### config.mk
export PLATFORM = sky130hd
export DESIGN_NAME = rot_mul
export DESIGN_NICKNAME = d
export VERILOG_FILES = /design/src/sv/rot_pkg.sv /design/src/sv/rot_mul.sv
export SDC_FILE = /design/constraint.sdc
export NUM_CORES = 2
export LEC_CHECK = 0
export BUFFER_PORTS_ARGS = -buffer_cell sky130_fd_sc_hd__buf_2
export CORE_MARGIN = 2
export CORE_UTILIZATION = 30
export DETAILED_ROUTE_END_ITERATION = 16
export GPL_TIMING_DRIVEN = 0
export PLACE_DENSITY = 0.51
export SETUP_SLACK_MARGIN = 0.15
export SLEW_MARGIN = 40
export SYNTH_ARGS = -nofsm -noshare
export SYNTH_HDL_FRONTEND = slang
export SYNTH_SLANG_ARGS = --single-unit
### constraint.sdc
create_clock -name clock -period 13.68 [get_ports clock]
set_clock_uncertainty 0.1 [all_clocks]
set_input_delay 2.052 -clock clock [delete_from_list [all_inputs] [get_ports clock]]
set_output_delay 2.052 -clock clock [all_outputs]
set_load 0.02 [all_outputs]
### src/sv/rot_pkg.sv
// Package of shared widths, types and the sine and cosine tables for the rotation block.
package rot_pkg;

   localparam int COORD_BITS   = 32;
   localparam int DIFF_BITS    = COORD_BITS + 1;
   localparam int UNIT_BITS    = 30;
   localparam int NORM_BITS    = UNIT_BITS;
   localparam int SQ_BITS      = 2 * NORM_BITS;
   localparam int RAD_BITS     = SQ_BITS + 2;
   localparam int ROOT_BITS    = RAD_BITS / 2;
   localparam int NUM_BITS     = NORM_BITS + UNIT_BITS + 1;
   localparam int QUO_BITS     = UNIT_BITS + 1;
   localparam int EXT_BITS     = 38;
   localparam int POS_BITS     = 6;
   localparam int DEG_BITS     = 9;
   localparam int TRIG_BITS    = UNIT_BITS + 1;
   localparam int TRIG_DEPTH   = 90;
   localparam int TRIG_IDX     = 7;
   localparam int TAYLOR_TERMS = 12;

   localparam int FRONT_LAT = 5;
   localparam int ISQ_LAT   = ROOT_BITS;
   localparam int DIV_LAT   = QUO_BITS + 1;
   localparam int MID_LAT   = ISQ_LAT + DIV_LAT;
   localparam int TAIL_LAT  = 9;

   localparam logic [DEG_BITS-1:0] DEG_90  = 9'd90;
   localparam logic [DEG_BITS-1:0] DEG_180 = 9'd180;
   localparam logic [DEG_BITS-1:0] DEG_270 = 9'd270;
   localparam logic [DEG_BITS-1:0] DEG_360 = 9'd360;

   localparam logic [63:0] PI_Q60  = 64'h3243F6A8885A308D;
   localparam logic [63:0] DEG_Q60 = PI_Q60 / 180;

   typedef enum logic [1:0] {
      QUAD_0 = 2'd0,
      QUAD_1 = 2'd1,
      QUAD_2 = 2'd2,
      QUAD_3 = 2'd3
   } quad_type;

   typedef logic signed [COORD_BITS-1:0] coord_type;
   typedef logic signed [DIFF_BITS-1:0]  diff_type;
   typedef logic signed [EXT_BITS-1:0]   ext_type;
   typedef logic signed [COORD_BITS-1:0] unit_type;

   typedef struct packed {
      logic                             zero;
      coord_type [2:0]                  a;
      diff_type [2:0]                   v;
      logic [2:0]                       dneg;
      logic [2:0][DIFF_BITS-1:0]        dmag;
      logic [DEG_BITS-1:0]              deg;
      logic [POS_BITS-1:0]              pos;
      quad_type                         quad;
      logic [TRIG_BITS-1:0]             s0;
      logic [TRIG_BITS-1:0]             c0;
      logic [2:0][NORM_BITS-1:0]        am;
      unit_type                         sn;
      unit_type                         cs;
      logic [2:0][SQ_BITS-1:0]          sq;
      logic [RAD_BITS-1:0]              len2;
   } front_type;

   typedef struct packed {
      logic            zero;
      coord_type [2:0] a;
      diff_type [2:0]  v;
      unit_type [2:0]  u;
      unit_type        sn;
      unit_type        cs;
      ext_type         dot;
      ext_type [2:0]   c;
      ext_type [2:0]   par;
      ext_type [2:0]   perp;
   } ctx_type;

   typedef struct packed {
      coord_type x;
      coord_type y;
      coord_type z;
      logic      zero;
   } result_type;

   typedef logic [TRIG_BITS-1:0] trig_tab_type [TRIG_DEPTH];

   // (a*b) >> s with rounding half up, kept to 64 bits.
   function automatic logic [63:0] umul_shift(input logic [63:0] a, input logic [63:0] b,
                                              input int s);
      logic [127:0] p;
      p = {64'd0, a} * {64'd0, b};
      p = p + (128'd1 << (s - 1));
      p = p >> s;
      return p[63:0];
   endfunction

   // Truncating unsigned quotient by shift and subtract; used only to build the tables.
   function automatic logic [63:0] udiv64(input logic [63:0] num, input logic [63:0] den);
      logic [64:0] rem;
      logic [63:0] quo;
      rem = '0;
      quo = '0;
      for (int bi = 63; bi >= 0; bi--) begin
         rem = {rem[63:0], num[bi]};
         if (rem >= {1'b0, den}) begin
            rem     = rem - {1'b0, den};
            quo[bi] = 1'b1;
         end
      end
      return quo;
   endfunction

   // Taylor series for sine or cosine of r degrees, 30 fraction bits.
   function automatic logic [TRIG_BITS-1:0] taylor_q30(input int r, input logic want_cos);
      logic [63:0]        x;
      logic [63:0]        x2;
      logic [63:0]        t;
      logic [63:0]        k;
      logic signed [63:0] acc;
      logic [63:0]        rounded;
      x   = DEG_Q60 * 64'(r);
      x2  = umul_shift(x, x, 60);
      t   = want_cos ? (64'd1 << 60) : x;
      acc = $signed(t);
      for (int n = 1; n <= TAYLOR_TERMS; n++) begin
         k = want_cos ? 64'((2 * n - 1) * (2 * n)) : 64'((2 * n) * (2 * n + 1));
         t = udiv64(umul_shift(t, x2, 60), k);
         if ((n & 1) == 1) begin
            acc = acc - $signed(t);
         end else begin
            acc = acc + $signed(t);
         end
      end
      if (acc < 0) begin
         acc = 64'sd0;
      end
      rounded = (64'(acc) + (64'd1 << 29)) >> 30;
      return rounded[TRIG_BITS-1:0];
   endfunction

   function automatic trig_tab_type make_trig_tab(input logic want_cos);
      trig_tab_type tab;
      for (int r = 0; r < TRIG_DEPTH; r++) begin
         tab[r] = taylor_q30(r, want_cos);
      end
      return tab;
   endfunction

   localparam trig_tab_type SIN_TAB = make_trig_tab(1'b0);
   localparam trig_tab_type COS_TAB = make_trig_tab(1'b1);

endpackage

### src/sv/rot_mul.sv
// Two-stage signed multiply by a 30-fraction-bit factor, rounded half away from zero.
module rot_mul import rot_pkg::*; (
   input  logic     clock,
   input  logic     en,
   input  ext_type  a,
   input  unit_type b,
   output ext_type  y
);

   localparam int PROD_BITS = EXT_BITS + COORD_BITS;

   logic [EXT_BITS-1:0]   a_mag;
   logic [COORD_BITS-1:0] b_mag;
   logic [PROD_BITS-1:0]  prod_ff;
   logic                  neg_ff;
   logic [PROD_BITS-1:0]  rnd;
   logic [EXT_BITS-1:0]   r_mag;
   ext_type               y_ff;

   assign a_mag = a[EXT_BITS-1] ? EXT_BITS'(-a) : EXT_BITS'(a);
   assign b_mag = b[COORD_BITS-1] ? COORD_BITS'(-b) : COORD_BITS'(b);
   assign rnd   = (prod_ff + (PROD_BITS'(1) << (UNIT_BITS - 1))) >> UNIT_BITS;
   assign r_mag = rnd[EXT_BITS-1:0];

   always_ff @(posedge clock) begin
      if (en) begin
         prod_ff <= PROD_BITS'(a_mag) * PROD_BITS'(b_mag);
         neg_ff  <= a[EXT_BITS-1] ^ b[COORD_BITS-1];
         y_ff    <= neg_ff ? -$signed(r_mag) : $signed(r_mag);
      end
   end

   assign y = y_ff;

endmodule

==> results.yml <==
status:
  status: "complete, no violations"
detailed_routing:
  wl_um: 170000
  drtAntennaViolNets: 0
  drtPass1Iterations: 5
  first_iter_violations: 2984
  vias: 34000
  vias_per_cell: 4.98
  wire_per_inst_um: 24.9
  drc: 0
critical_path:
  setup.worst_path.class: "input port to flop"
  cp-start-kind: "input port"
  crit_path_frequent_cell: "fa_1"
  endpoint_kind: "flop"
  crit_path_top_delay_cell: "fa_1"
  cp_max_fo: 10
  required_ns: 13.68
  cp.arrival_ns: 13.25
  cpPeakStageDelay_ns: 0.58
  reg2reg_from: "prod_ff[29]$_DFFE_PP_"
  crit_path_start: "b[0]"
placed_design:
  pre_cts_slack_ns: -2.31
  place_hpwl_um: 147000
  gp_congestion: 1.02
  port_buffers: 105
layout:
  finish.utilization: 0.335
  n_fill_cell: 14800
  syn_to_final_growth_pct: 11.1
  multiInputGateArea_um2: 36100
  nNetsFinal: 6329
  final-seq-area_um2: 2340
  drive_gt1_frac: 0.0834
clock_network:
  htreeDepth: 3
  cts_tree: "yes"
  postCtsHoldBufs: 0
  cts_buffer_depth: 2
  root_buffer: "clkbuf_16"
  numCtsBuffers: 9
  cts.sinks: 78
  path_clk_slew_ns: 0.06
  clock_latency_ns: 0.35
synthesis:
  synth-main-ff-cell: "edfxtp_1"
  syn_area_um2: 42500
  postSynth.asyncResetShare: 0
  synth_cell_types: 78
  synth_cells: 4770
  yosysWarnings: 0
  syn_area_per_cell_um2: 8.90
  synth_edf_count: 78
  ys_seq_area_frac: 0.0551
  syn_nets: 6171
  ys_seq_elements: 78
floorplanning:
  die_h_um: 380
  coreArea_um2: 141000
  die_area_um2: 145000
  num_rows: 138
  pin_count: 110
  initial_core_util: 0.301
  die_w_um: 380
sta:
  worst_pin_slew_ns: 0.939
  fmax_mhz: 75.4
  rsz0062_at_grt: "yes"
  finalSetupViolations: 0
  tns_ns: 0
  min_period_ns: 13.26
  finalCritPeriodShare: 0.969
  setup_ws_ns: 0.424
  finalHoldViolCount: 0
  slew_headroom: 0.369
  holdWs_ns: 0.602
  drv_slew: 0
global_route:
  grt_pass1_vias: 35300
  grt_pass1_wl_um: 245000
  gr-total-overflow: 0
  antenna_found_initial: 15
  grtUsageTotal: 0.236
  grt_max_degree: 41
flow_run:
  cap_violations: 0
worst_hold_path:
  hp-class: "flop to flop"
  hold_start: "prod_ff[64]$_DFFE_PP_"
[what timing repair did]
item,4_1_cts,5_1_grt
gates resized for setup,34,31
pin swaps,3,4
setup endpoints to repair,33,22
buffers inserted,6,8
endpoints found under the hold margin,0,0
[registers in the layout, summed over array words and instances (netlist names)]
name	flops
prod_ff	39
neg_ff	1
y	38
[Yosys cell counts (all sizes together) (3+ instances only)]
master,n,area (um2)
a211oi,9,72.6
o41ai,14,156
a21boi,5,37.5
o31a,6,52.6
a21o,43,323
a41oi,6,52.6
nand2,775,2910
clkbuf,188,707
and3,14,87.6
a31oi,7,43.8
and4,8,70.1
a31o,3,26.3
o2111ai,4,35.0
ha,255,3190
nand3b,5,37.5
a211o,4,35.0
inv,1093,4100
nand2b,13,83.8
and2,20,125
o211ai,6,45.0
nand3,41,205
or4,13,120
nand4,26,163
buf,32,165
nor4,15,109
or2,10,62.6
nor2b,6,37.5
xor2,97,872
o31ai,20,183
a21oi,63,315
nor2,531,2000
o21ai,62,322
o21a,4,30.0
or3,11,68.8
edfxtp,78,2340
a311oi,3,26.3
fa,1074,21500
o21bai,5,37.5
xnor2,152,1350
mux2i,4,40.0
o41a,4,45.0
nor3,22,110
[logic make-up (layout without fill, tap and decap cells)]
kind of cell | Yosys count | after routing | synth area share
AO/OA/AOI/OAI | 279 | 279 | 0.0457
XOR/XNOR | 249 | 249 | 0.0522
adder cells (fa/ha/maj) | 1329 | 1329 | 0.581
buffers and inverters | 1314 | 1475 | 0.117
flip-flops | 78 | 78 | 0.0551
multiplexers | 6 | 6 | 0.00147
other | 0 | 6 | 0
AND/OR/NAND/NOR | 1515 | 1515 | 0.147
[layout make-up]
type	instances	area share
tap	1890	0.0501
antenna	6	0.000318
sequential	78	0.0496
clock inverter	4	0.00106
clock buffer	10	0.00485
timing repair buffer	149	0.0201
buffer	218	0.0210
inverter	1094	0.0871
multi-input combinational	3378	0.766
[metrics by stage]
step	cell area [um2]	instances
4_1_cts	47000	6814
3_3_place_gp	45400	6765
5_1_grt	47200	6823
2_1_floorplan	42500	4770
3_5_place_dp	46500	6795
6_report	47200	6827
[cells in the final DEF (no fill, tap or decap), types with 7 or more instances in the layout]
cell / count
inv_1: 1092
fa_1: 1074
nand2_1: 775
nor2_1: 530
ha_1: 255
buf_2: 127
xnor2_1: 111
clkbuf_1: 107
edfxtp_1: 78
clkbuf_2: 75
a21oi_1: 62
xor2_1: 55
o21ai_0: 48
a21o_1: 42
nand3_1: 41
xnor2_2: 39
buf_4: 32
nand4_1: 26
xor2_2: 23
nor3_1: 22
and2_1: 20
xor2_4: 19
o31ai_1: 17
and3_1: 14
nand2b_1: 12
or3_1: 11
nor4_1: 9
buf_6: 9
clkbuf_16: 9
and4_1: 8
or4_1: 7
or2_2: 7
o21ai_1: 7
o41ai_2: 7
a211oi_1: 7
buf_8: 7
[metal layers]
| layer | vias up | GRT usage | part of all wire |
|---|---|---|---|
| met1 | 17800 | 0.304 | 0.39 |
| li1 | 14400 | - | - |
| met3 | 372 | 0.0355 | 0.076 |
| met4 | 2 | 0.128 | 0.068 |
| met5 | - | 0 | 0.00012 |
| met2 | 1481 | 0.380 | 0.46 |
[path summary, 6_finish.rpt]
check,endpoint,slack [ns],depth (start not counted)
max,prod_ff[67]$_DFFE_PP_,0.42,36
min,y[34]$_DFFE_PP_,0.60,1
max reg2reg,y[37]$_DFFE_PP_,9.54,12
min reg2reg,y[34]$_DFFE_PP_,0.60,1
[worst max-delay path, delay by kind of cell]
family	cells	cell delay [ns]
simple gates	7	1.85
buf+inv	10	1.95
compound gates	8	2.62
fa+ha+maj	9	4.41
xor+xnor	2	0.34
Power is left out: the tool's default activity adds up to more than one toggle a clock period on the data nets, which glitch-free logic cannot reach.
