<file path="src/sv/rot_pkg.sv">
// Package of shared widths, types and the sine and cosine tables for the rotation block.
package rot_pkg;

   localparam int COORD_BITS   = 32;
   localparam int DIFF_BITS    = COORD_BITS + 1;
   localparam int UNIT_BITS    = 30;
   localparam int NORM_BITS    = UNIT_BITS;
   localparam int SQ_BITS      = 2 * NORM_BITS;
   localparam int RAD_BITS     = SQ_BITS + 2;
   localparam int ROOT_BITS    = RAD_BITS / 2;
   localparam int NUM_BITS     = NORM_BITS + UNIT_BITS + 1;
   localparam int QUO_BITS     = UNIT_BITS + 1;
   localparam int EXT_BITS     = 38;
   localparam int POS_BITS     = 6;
   localparam int DEG_BITS     = 9;
   localparam int TRIG_BITS    = UNIT_BITS + 1;
   localparam int TRIG_DEPTH   = 90;
   localparam int TRIG_IDX     = 7;
   localparam int TAYLOR_TERMS = 12;

   localparam int FRONT_LAT = 5;
   localparam int ISQ_LAT   = ROOT_BITS;
   localparam int DIV_LAT   = QUO_BITS + 1;
   localparam int MID_LAT   = ISQ_LAT + DIV_LAT;
   localparam int TAIL_LAT  = 9;

   localparam logic [DEG_BITS-1:0] DEG_90  = 9'd90;
   localparam logic [DEG_BITS-1:0] DEG_180 = 9'd180;
   localparam logic [DEG_BITS-1:0] DEG_270 = 9'd270;
   localparam logic [DEG_BITS-1:0] DEG_360 = 9'd360;

   localparam logic [63:0] PI_Q60  = 64'h3243F6A8885A308D;
   localparam logic [63:0] DEG_Q60 = PI_Q60 / 180;

   typedef enum logic [1:0] {
      QUAD_0 = 2'd0,
      QUAD_1 = 2'd1,
      QUAD_2 = 2'd2,
      QUAD_3 = 2'd3
   } quad_type;

   typedef logic signed [COORD_BITS-1:0] coord_type;
   typedef logic signed [DIFF_BITS-1:0]  diff_type;
   typedef logic signed [EXT_BITS-1:0]   ext_type;
   typedef logic signed [COORD_BITS-1:0] unit_type;

   typedef struct packed {
      logic                             zero;
      coord_type [2:0]                  a;
      diff_type [2:0]                   v;
      logic [2:0]                       dneg;
      logic [2:0][DIFF_BITS-1:0]        dmag;
      logic [DEG_BITS-1:0]              deg;
      logic [POS_BITS-1:0]              pos;
      quad_type                         quad;
      logic [TRIG_BITS-1:0]             s0;
      logic [TRIG_BITS-1:0]             c0;
      logic [2:0][NORM_BITS-1:0]        am;
      unit_type                         sn;
      unit_type                         cs;
      logic [2:0][SQ_BITS-1:0]          sq;
      logic [RAD_BITS-1:0]              len2;
   } front_type;

   typedef struct packed {
      logic            zero;
      coord_type [2:0] a;
      diff_type [2:0]  v;
      unit_type [2:0]  u;
      unit_type        sn;
      unit_type        cs;
      ext_type         dot;
      ext_type [2:0]   c;
      ext_type [2:0]   par;
      ext_type [2:0]   perp;
   } ctx_type;

   typedef struct packed {
      coord_type x;
      coord_type y;
      coord_type z;
      logic      zero;
   } result_type;

   typedef logic [TRIG_BITS-1:0] trig_tab_type [TRIG_DEPTH];

   // (a*b) >> s with rounding half up, kept to 64 bits.
   function automatic logic [63:0] umul_shift(input logic [63:0] a, input logic [63:0] b,
                                              input int s);
      logic [127:0] p;
      p = {64'd0, a} * {64'd0, b};
      p = p + (128'd1 << (s - 1));
      p = p >> s;
      return p[63:0];
   endfunction

   // Truncating unsigned quotient by shift and subtract; used only to build the tables.
   function automatic logic [63:0] udiv64(input logic [63:0] num, input logic [63:0] den);
      logic [64:0] rem;
      logic [63:0] quo;
      rem = '0;
      quo = '0;
      for (int bi = 63; bi >= 0; bi--) begin
         rem = {rem[63:0], num[bi]};
         if (rem >= {1'b0, den}) begin
            rem     = rem - {1'b0, den};
            quo[bi] = 1'b1;
         end
      end
      return quo;
   endfunction

   // Taylor series for sine or cosine of r degrees, 30 fraction bits.
   function automatic logic [TRIG_BITS-1:0] taylor_q30(input int r, input logic want_cos);
      logic [63:0]        x;
      logic [63:0]        x2;
      logic [63:0]        t;
      logic [63:0]        k;
      logic signed [63:0] acc;
      logic [63:0]        rounded;
      x   = DEG_Q60 * 64'(r);
      x2  = umul_shift(x, x, 60);
      t   = want_cos ? (64'd1 << 60) : x;
      acc = $signed(t);
      for (int n = 1; n <= TAYLOR_TERMS; n++) begin
         k = want_cos ? 64'((2 * n - 1) * (2 * n)) : 64'((2 * n) * (2 * n + 1));
         t = udiv64(umul_shift(t, x2, 60), k);
         if ((n & 1) == 1) begin
            acc = acc - $signed(t);
         end else begin
            acc = acc + $signed(t);
         end
      end
      if (acc < 0) begin
         acc = 64'sd0;
      end
      rounded = (64'(acc) + (64'd1 << 29)) >> 30;
      return rounded[TRIG_BITS-1:0];
   endfunction

   function automatic trig_tab_type make_trig_tab(input logic want_cos);
      trig_tab_type tab;
      for (int r = 0; r < TRIG_DEPTH; r++) begin
         tab[r] = taylor_q30(r, want_cos);
      end
      return tab;
   endfunction

   localparam trig_tab_type SIN_TAB = make_trig_tab(1'b0);
   localparam trig_tab_type COS_TAB = make_trig_tab(1'b1);

endpackage

</file>
<file path="src/sv/rot_isqrt.sv">
// Pipelined integer square root, one result bit per stage.
module rot_isqrt import rot_pkg::*; (
   input  logic                 clock,
   input  logic                 en,
   input  logic [RAD_BITS-1:0]  radicand,
   output logic [ROOT_BITS-1:0] root
);

   logic [RAD_BITS-1:0] n_ff [ISQ_LAT];
   logic [RAD_BITS-1:0] r_ff [ISQ_LAT];
   logic [RAD_BITS-1:0] n_in [ISQ_LAT];
   logic [RAD_BITS-1:0] r_in [ISQ_LAT];

   always_comb begin
      logic [RAD_BITS-1:0] n_prv;
      logic [RAD_BITS-1:0] r_prv;
      logic [RAD_BITS-1:0] bit_v;
      logic [RAD_BITS-1:0] trial;
      for (int i = 0; i < ISQ_LAT; i++) begin
         if (i == 0) begin
            n_prv = radicand;
            r_prv = '0;
         end else begin
            n_prv = n_ff[i-1];
            r_prv = r_ff[i-1];
         end
         bit_v = RAD_BITS'(1) << (2 * (ISQ_LAT - 1 - i));
         trial = r_prv + bit_v;
         if (n_prv >= trial) begin
            n_in[i] = n_prv - trial;
            r_in[i] = (r_prv >> 1) + bit_v;
         end else begin
            n_in[i] = n_prv;
            r_in[i] = r_prv >> 1;
         end
      end
   end

   always_ff @(posedge clock) begin
      if (en) begin
         for (int i = 0; i < ISQ_LAT; i++) begin
            n_ff[i] <= n_in[i];
            r_ff[i] <= r_in[i];
         end
      end
   end

   assign root = r_ff[ISQ_LAT-1][ROOT_BITS-1:0];

endmodule

</file>
<file path="config.mk">
export PLATFORM = sky130hd
export DESIGN_NAME = rot_isqrt
export DESIGN_NICKNAME = d
export VERILOG_FILES = /design/src/sv/rot_pkg.sv /design/src/sv/rot_isqrt.sv
export SDC_FILE = /design/constraint.sdc
export NUM_CORES = 2
export LEC_CHECK = 0
export BUFFER_PORTS_ARGS = -buffer_cell sky130_fd_sc_hd__buf_2
export CAP_MARGIN = 20
export CORE_UTILIZATION = 29
export CTS_BUF_LIST = sky130_fd_sc_hd__clkbuf_2 sky130_fd_sc_hd__clkbuf_4 sky130_fd_sc_hd__clkbuf_8
export DETAILED_ROUTE_END_ITERATION = 8
export GPL_TIMING_DRIVEN = 1
export HOLD_SLACK_MARGIN = 0.08
export PLACE_DENSITY = 0.55
export SKIP_CTS_REPAIR_TIMING = 1
export SLEW_MARGIN = 30
export SYNTH_ARGS = -nofsm -noshare
export SYNTH_HDL_FRONTEND = slang
export SYNTH_SLANG_ARGS = --single-unit
</file>
<file path="constraint.sdc">
create_clock -name clock -period 5.25 [get_ports clock]
set_input_delay 1.05 -clock clock [delete_from_list [all_inputs] [get_ports clock]]
set_output_delay 1.05 -clock clock [all_outputs]
set_load 0.02 [all_outputs]
</file>
==> impl_metrics.py <==
metrics = {
    "run_status": {
        "status": "finished with violations",
        "violations": "design-rule violations",
    },
    "final_layout": {
        "nNetsFinal": 10072,
        "mostFrequentLayoutCells": "edfxtp_1 (2,356), inv_1 (649), nand2_1 (632), nor2_1 (601), a21oi_1 (576)",
        "fill_cells": 38350,
        "layout-drive-gt1-share": 0.09232,
        "area_growth_pct": 12.89,
        "layout_commonest_cell": "edfxtp_1",
    },
    "critical_path": {
        "crit_path_max_fanout": 28,
        "crit_arrival_ps": 5330,
        "critPathLaunchType": "flip-flop",
        "end_kind": "flip-flop",
        "required_ps": 5900,
        "path_class": "flip-flop to flip-flop",
        "ff2ff_path_depth": 12,
    },
    "route": {
        "drt-vias-per-instance": 4.881,
        "post_drt_wl_per_cell_microns": 19.63,
        "vias": 73138,
        "drtIter0Drc": 5518,
        "drc": 14,
        "drt_wl_total_mm": 294.0,
        "drtPass1Iterations": 8,
        "drtAntennaViolNets": 0,
    },
    "logic_synthesis": {
        "syn-cell-area_sq_um": 113600,
        "synth_nets": 9715,
        "yosys_warnings": 0,
        "synth-edff-count": 2356,
        "postSynth.asyncResetShare": 0,
        "synth-main-ff-cell": "edfxtp_1",
        "synth_seq_cells": 2356,
        "syn_inst": 9126,
        "synth_area_per_cell_sq_um": 12.44,
        "seq_area_frac_synth": 0.6230,
        "synth_cell_types": 90,
    },
    "power_and_ir_drop": {
        "p_clk_frac": 0.296,
        "combPwrFrac": 0.220,
        "powerDensity_nw_per_um2": 418.3,
        "ir_drop_mv": 0.2768,
        "switching_power_w": 0.01652,
        "total_leakage_power_nw": 47.03,
        "switching_share": 0.3082,
        "internal_power_w": 0.03709,
        "seqPwrFrac": 0.483,
    },
    "timing": {
        "fin_ws_ps": 572.9,
        "rsz0062_at_grt": "false",
        "timing.slew.headroom": 0.3092,
        "period_needed_ps": 4677,
        "final-setup-viol-count": 0,
        "drv_slew": 0,
        "final-hold-violation-count": 0,
        "period_share": 0.8909,
        "fmax_mhz": 213.8,
        "worstMarginPinSlew_ps": 1036,
        "tns_ps": 0,
        "skew_ps": 79.21,
    },
    "hold_path": {
        "hold_path_class": "primary input to flip-flop",
        "hold_depth": 1,
    },
    "clock_tree": {
        "clockRootBuffer": "clkbuf_8",
        "cts-htree-levels": 5,
        "cts_tree": "yes",
        "clkTransAtPathRegs_ps": 60,
        "numCtsBuffers": 387,
        "clk_latency_ps": 1020,
        "clkSinkCount": 2356,
        "clk_path_buf_depth": 4,
    },
    "place": {
        "post-place-ws_ps": 511.8,
        "io_buffers": 94,
        "gp_congestion": 0.9188,
        "dp_hpwl_mm": 223.1,
    },
    "global_routing": {
        "grt_pass1_vias": 74032,
        "grtUsageTotal": 0.1451,
        "grt_max_degree": 141,
        "grt_pass1_wl_mm": 444.2,
        "grt_antenna_before_repair": 8,
        "grt-ovfl-total": 0,
    },
    "job": {
        "maxCapViolations": 0,
    },
    "floorplanning": {
        "dieHeight_microns": 627.8,
        "die_x_microns": 627.8,
        "io_pins": 95,
        "die_area_sq_um": 394100,
        "num_rows": 229,
        "initial_core_util": 0.2916,
        "core-area_sq_um": 389400,
    },
}
==> cell families after synthesis <==
kind of cell    count (synthesis)  synth area share
fa+ha+maj                     525           0.05785
buf+inv                       879           0.03016
simple gates                 2744            0.1243
mux                            73          0.007074
flops                        2356            0.6230
xor+xnor                      833           0.06425
compound gates               1716           0.09338
==> metrics by stage <==
step           hold WS (ps)    util  cells  total power [W]  area (sq um)
3_5_place_dp          430.8  0.3099  14291          0.03799        120700
2_1_floorplan         416.6       -   9126          0.03365        113600
3_3_place_gp          420.3  0.3098  14291          0.03784        120600
6_report              229.1  0.3292  14983          0.05362        128200
4_1_cts               94.51  0.3291  14978          0.05415        128100
5_1_grt               127.0  0.3292  14980          0.05637        128200
==> state kept, by name (all words and copies together) (netlist names) <==
| register | count |
|---|---|
| n_ff | 1860 |
| r_ff | 496 |
==> worst max-delay path, cell delays in order, from the launching register on <==
cell	delay [ps]
edfxtp_1	350
inv_1	50
ha_1	340
nor2b_1	170
o31a_1	290
o41ai_1	720
nand2_1	260
a21o_1	300
a21oi_2	350
buf_4	380
clkinv_1	740
nor2_1	350
a21oi_1	60
==> cell type report <==
type                            count  area, sq um  area share
Multi-Input combinational cell   5891        39500      0.3081
Antenna cell                        5        12.51  0.00009761
Clock inverter                    194         1331     0.01039
Timing Repair Buffer              196         1501     0.01171
Tap cell                         5197         6502     0.05073
Inverter                          651         2444     0.01906
Sequential cell                  2356        70750      0.5519
Clock buffer                      493         6153     0.04800
==> final timing paths <==
check / start / endpoint / slack, ps
setup / recovery: r_ff[1][508]$_DFFE_PP_ / n_ff[1][571]$_DFFE_PP_ / 570
hold / removal: radicand[26] / n_ff[0][26]$_DFFE_PP_ / 230
hold reg to reg: n_ff[1][499]$_DFFE_PP_ / n_ff[1][561]$_DFFE_PP_ / 410
setup reg to reg: r_ff[1][508]$_DFFE_PP_ / n_ff[1][571]$_DFFE_PP_ / 570
==> Yosys cell counts, types with 15 or more instances <==
cell	instances	area share
nor3_1	258	0.011
a21boi_0	20	0.0013
a211o_1	15	0.0012
or4_1	59	0.0039
nor4_1	317	0.017
ha_1	525	0.058
mux2_2	58	0.0058
nand2_1	632	0.021
a41oi_1	19	0.0015
o41ai_1	20	0.0015
xor2_1	394	0.030
mux2i_1	15	0.0013
o31ai_1	39	0.0026
clkbuf_1	190	0.0063
nand4b_1	23	0.0018
o211ai_1	40	0.0026
nand4_1	158	0.0087
nor3b_1	20	0.0013
nand3b_1	36	0.0024
or2_2	24	0.0013
inv_1	649	0.021
a2111oi_0	18	0.0014
o21bai_1	39	0.0026
and2_1	30	0.0017
and3_1	40	0.0022
o21a_1	88	0.0058
nor2b_1	71	0.0039
nand2b_1	110	0.0061
xnor2_1	439	0.034
a31oi_1	50	0.0028
o21ai_0	424	0.019
or3_1	104	0.0057
a21o_1	190	0.013
buf_4	31	0.0020
nor2_1	602	0.020
a21oi_1	577	0.025
a211oi_1	54	0.0036
o31a_1	20	0.0015
nand3_1	146	0.0064
and4_1	22	0.0017
edfxtp_1	2356	0.62
nor4b_1	48	0.0037
==> routing by layer <==
metal | up-vias | share of wire | global-route usage | wire length, microns
met2 | 1836 | 0.52 | 0.2681 | 152000
met4 | 2 | 0.040 | 0.05904 | 11750
met5 | - | 0.000044 | 0 | 13
li1 | 34962 | - | - | -
met1 | 35752 | 0.40 | 0.1670 | 118300
met3 | 586 | 0.041 | 0.02022 | 11940
==> power by group through the flow <==
stage	combinational, W	sequential (W)	clock (W)
final	0.0118	0.0259	0.0159
after global routing	0.0131	0.0261	0.0172
after CTS	0.0118	0.0259	0.0164
after detailed placement	0.0117	0.0263	0
after global placement	0.0116	0.0263	0
after floorplan	0.00840	0.0252	0
(Power assumes the default switching activity.)
